===== config.mk =====
export PLATFORM = sky130hd
export DESIGN_NAME = rsa_ram
export DESIGN_NICKNAME = d
export VERILOG_FILES = /design/src/rtl/register_slot_allocator_assert.svh /design/src/rtl/rsa_ram.sv
export SDC_FILE = /design/constraint.sdc
export NUM_CORES = 2
export LEC_CHECK = 0
export ABC_AREA = 1
export ABC_CLOCK_PERIOD_IN_PS = 3100
export BUFFER_PORTS_ARGS = -buffer_cell sky130_fd_sc_hd__buf_2
export CAP_MARGIN = 5
export CORE_MARGIN = 4
export CORE_UTILIZATION = 35
export CTS_BUF_LIST = sky130_fd_sc_hd__clkbuf_16
export DETAILED_ROUTE_END_ITERATION = 12
export GPL_TIMING_DRIVEN = 0
export SLEW_MARGIN = 30
export SYNTH_ARGS = -nofsm -noshare
export SYNTH_HDL_FRONTEND = slang
export SYNTH_SLANG_ARGS = --single-unit

===== constraint.sdc =====
create_clock -name clk -period 3.1 [get_ports clk]
set_clock_uncertainty 0.1 [all_clocks]
set_input_delay 0.31 -clock clk [delete_from_list [all_inputs] [get_ports clk]]
set_output_delay 0.31 -clock clk [all_outputs]
set_load 0.02 [all_outputs]

===== src/rtl/register_slot_allocator_assert.svh =====
// assertion macros shared by the allocator rtl
// each macro expects signals named clk and rst_n in the enclosing module
`ifndef REGISTER_SLOT_ALLOCATOR_ASSERT_SVH
`define REGISTER_SLOT_ALLOCATOR_ASSERT_SVH

// same-cycle implication
`define RSA_ASSERT_NOW(label, ante, cons, msg) \
  label: assert property (@(posedge clk) disable iff (!rst_n) (ante) |-> (cons)) \
    else $error(msg);

// next-cycle implication
`define RSA_ASSERT_NEXT(label, ante, cons, msg) \
  label: assert property (@(posedge clk) disable iff (!rst_n) (ante) |=> (cons)) \
    else $error(msg);

`endif


===== src/rtl/rsa_ram.sv =====
// ----------------------------------------------------------------------------
// rsa_ram
// simple dual-port ram, one write and one registered read port
// ----------------------------------------------------------------------------
module rsa_ram #(
  parameter int WIDTH = 8,
  parameter int DEPTH = 256
) (
  input  logic                     clk,
  input  logic                     we,
  input  logic [$clog2(DEPTH)-1:0] waddr,
  input  logic [WIDTH-1:0]         wdata,
  input  logic [$clog2(DEPTH)-1:0] raddr,
  output logic [WIDTH-1:0]         rdata
);

  logic [WIDTH-1:0] mem [DEPTH];

  // write port and registered read
  always_ff @(posedge clk) begin
    if (we) begin
      mem[waddr] <= wdata;
    end
    rdata <= mem[raddr];
  end

endmodule


==> metrics.md <==
| Metric | Value |
|---|---|
| Cells after Synth | `7003` |
| Crit. End Element | `flip-flop` |
| Fmax achieved | `312.6 MHz` |
| Share of cells above drive strength 1 | `12.36%` |
| Largest net degree at the start of global routing | `125` |
| Worst-Skew Late Latency | `0.90 ns` |
| Post-CTS Setup Bufs | `0` |
| Detailed-route DRC error count | `0` |
| Failing checks | `negative setup slack` |
| Post-DP HPWL | `244.5 mm` |
| Critical Path RT | `3.65 ns` |
| Row cnt | `178` |
| CTS Sinks | `2056` |
| Clock slew at reported path FFs | `0.06 ns` |
| Fin Hold WS | `0.2123 ns` |
| Outcome | `finished, violations left` |
| Critical path class | `input port to flip-flop` |
| Final std cells w/o fill | `10650` |
| Area of the multi-input gates | `19570 um^2` |
| Syn_nets | `7029` |
| Fin. Hold Viols | `0` |
| 1st-iter DRT viols | `10870` |
| MaxCap Viol Count | `0` |
| # setup viols final | `5` |
| DRT antenna net count | `0` |
| P&R area growth vs syn | `15.24%` |
| Post-route cell area | `96100 um^2` |
| Critical Path Sink | `rdata[6]$_DFF_P_` |
| Tmin final | `3.199 ns` |
| Avg Cell Area, Syn | `11.91 um^2` |
| Final Cycle Share | `103.2%` |
| Drt wl/cell | `32.95 um` |
| Reg-to-Reg Start | `mem[119][5]$_DFFE_PP_` |
| Synth Cell Area | `83400 um^2` |
| Worst setup margin | `-0.09926 ns` |
| GRT Util Overall | `27.72%` |
| CTS max path bufs | `3` |
| Least-Margin Pin Slew | `1.161 ns` |
| Worst Hold Class | `input port to flip-flop` |
| Critical R2R Capture | `rdata[5]$_DFF_P_` |
| Top-area cell type share of the netlist area | `73.74%` |
| Layout Nets | `7324` |
| Flops & latches, synth | `2056` |
| CTS H-tree lvls | `4` |
| DIE AREA | `246200 um^2` |
| Cell accounting for the most synthesized area | `edfxtp_1` |
| CTS buffer count | `211` |
| Placer Congestion | `1.022` |
| Setup slack, reg-to-reg | `0.71 ns` |
| Synth warn | `0` |
| Die X | `496.1 um` |
| Register area share after synthesis | `73.94%` |
| Leak Pwr | `33.49 nW` |
| Final Max Slew Viols | `0` |
| Placed instance area | `89030 um^2` |
| CTS tree | `yes` |
| Placed insts | `10230` |
| Dpl ws | `-0.9728 ns` |
| DRT Pass-1 Iters | `8` |
| Total chip power | `60.88 mW` |
| Wirelength, routed | `350.9 mm` |
| Fin Setup TNS | `-0.2415 ns` |
| Via Count | `62480` |
| Top cells by area, synth | `edfxtp_1 (74%), nand3_1 (12%), nand2_1 (9.6%), buf_2 (1.6%), nor2_1 (1.3%)` |
| GRT overflow | `0` |
| Worst vdd ir | `0.4516 mV` |
| Slew headroom | `22.59%` |
| Register Area | `61660 um^2` |
| Layout Utilization | `40.71%` |
| Power per cell area | `633.5 nW/um^2` |
| Most frequent cells in the layout | `nand2_1 (2123), edfxtp_1 (2048), nand3_1 (2019), buf_2 (297), clkbuf_16 (212)` |
| Unrepaired setup endpoints after global routing | `false` |
| Arr. time, crit path | `3.75 ns` |
| Ports | `34` |
| Post-synthesis cell type count | `14` |
| Commonest non-fill, non-tap cell in the layout | `nand2_1` |
| Startpoint Class | `input port` |
| Core ar. | `236100 um^2` |
| Worst Reg-to-Reg Cells | `10` |
| Antenna violations before repair | `25` |
| Vias in the first global route | `56550` |
| First-pass GRT wire length | `467.8 mm` |
| Die extent in y | `496.1 um` |
| Starting density of the core | `35.33%` |
| Filler Cells Inserted | `22090` |
| Port bufs | `26` |
| CTS Root Cell | `clkbuf_16` |
| Via density | `5.866` |
| CP Launch Point | `raddr[1]` |
| Crit path max fanout | `10` |
[power by group]
part	switching [mW]	total, mW	internal (mW)
clock	11.3	25.5	14.3
combinational	3.73	4.70	0.967
sequential	0.0193	30.7	30.6
[registers in the layout, indices dropped and copies added (netlist names)]
name   flops
mem     2048
rdata      8
[what timing repair did]
| action | CTS | global route |
|---|---|---|
| hold buffers | 9 | 0 |
| endpoints found under the setup margin | 1 | 1 |
| hold endpoints to repair | 742 | 0 |
| pin swaps | 0 | 0 |
| gates resized for setup | 1 | 2 |
[worst min-delay path by stage]
stage / startpoint / to / cells past startpoint
after floorplan: wdata[0] / mem[0][0]$_DFFE_PP_ / 0
after global placement: rdata[4]$_DFF_P_ / rdata[4] / 1
after detailed placement: wdata[2] / mem[102][2]$_DFFE_PP_ / 1
after CTS: we / mem[6][3]$_DFFE_PP_ / 3
after global routing: we / mem[6][3]$_DFFE_PP_ / 3
final: wdata[2] / mem[102][2]$_DFFE_PP_ / 2
[cells in the mapped netlist (all sizes together)]
cell type / number
nand2: 2123
clkbuf: 112
edfxtp: 2048
dfxtp: 8
inv: 39
nand3: 2019
buf: 371
nor2: 283
[kinds of logic (layout without fill, tap and decap cells)]
group	count (synthesis)	after routing	share of synthesized area, %
buf+inv	522	996	3.119
flops	2056	2056	73.94
other cells	0	24	0
simple gates	4425	4425	22.95
[metal layers]
layer	GRT usage (%)	routed length (um)	up-vias
met4	16.97	25010	12
met2	40.24	149200	4987
met1	36.15	128700	30960
met3	8.872	47870	993
li1	-	-	25530
met5	0	113	-
[final cells by class]
type / count / area share [%]
inverter: 39 / 0.1549
tap: 3150 / 4.101
clock buffer: 212 / 5.520
buffer: 483 / 2.634
sequential: 2056 / 64.16
antenna: 24 / 0.06249
timing repair buffer: 82 / 1.381
multi-input combinational: 4425 / 20.36
clock inverter: 180 / 1.623
[worst max-delay path: stages]
cell and delay (ns):
buf_4 0.34, buf_2 0.66, buf_1 0.79, nand3_1 0.15, nand3_1 0.19, nand3_1 0.11, nand3_1 0.20, nand3_1 0.28
nand3_1 0.21, nand2_1 0.09, nand2_1 0.10, nand2_1 0.26
(Power assumes the default switching activity.)
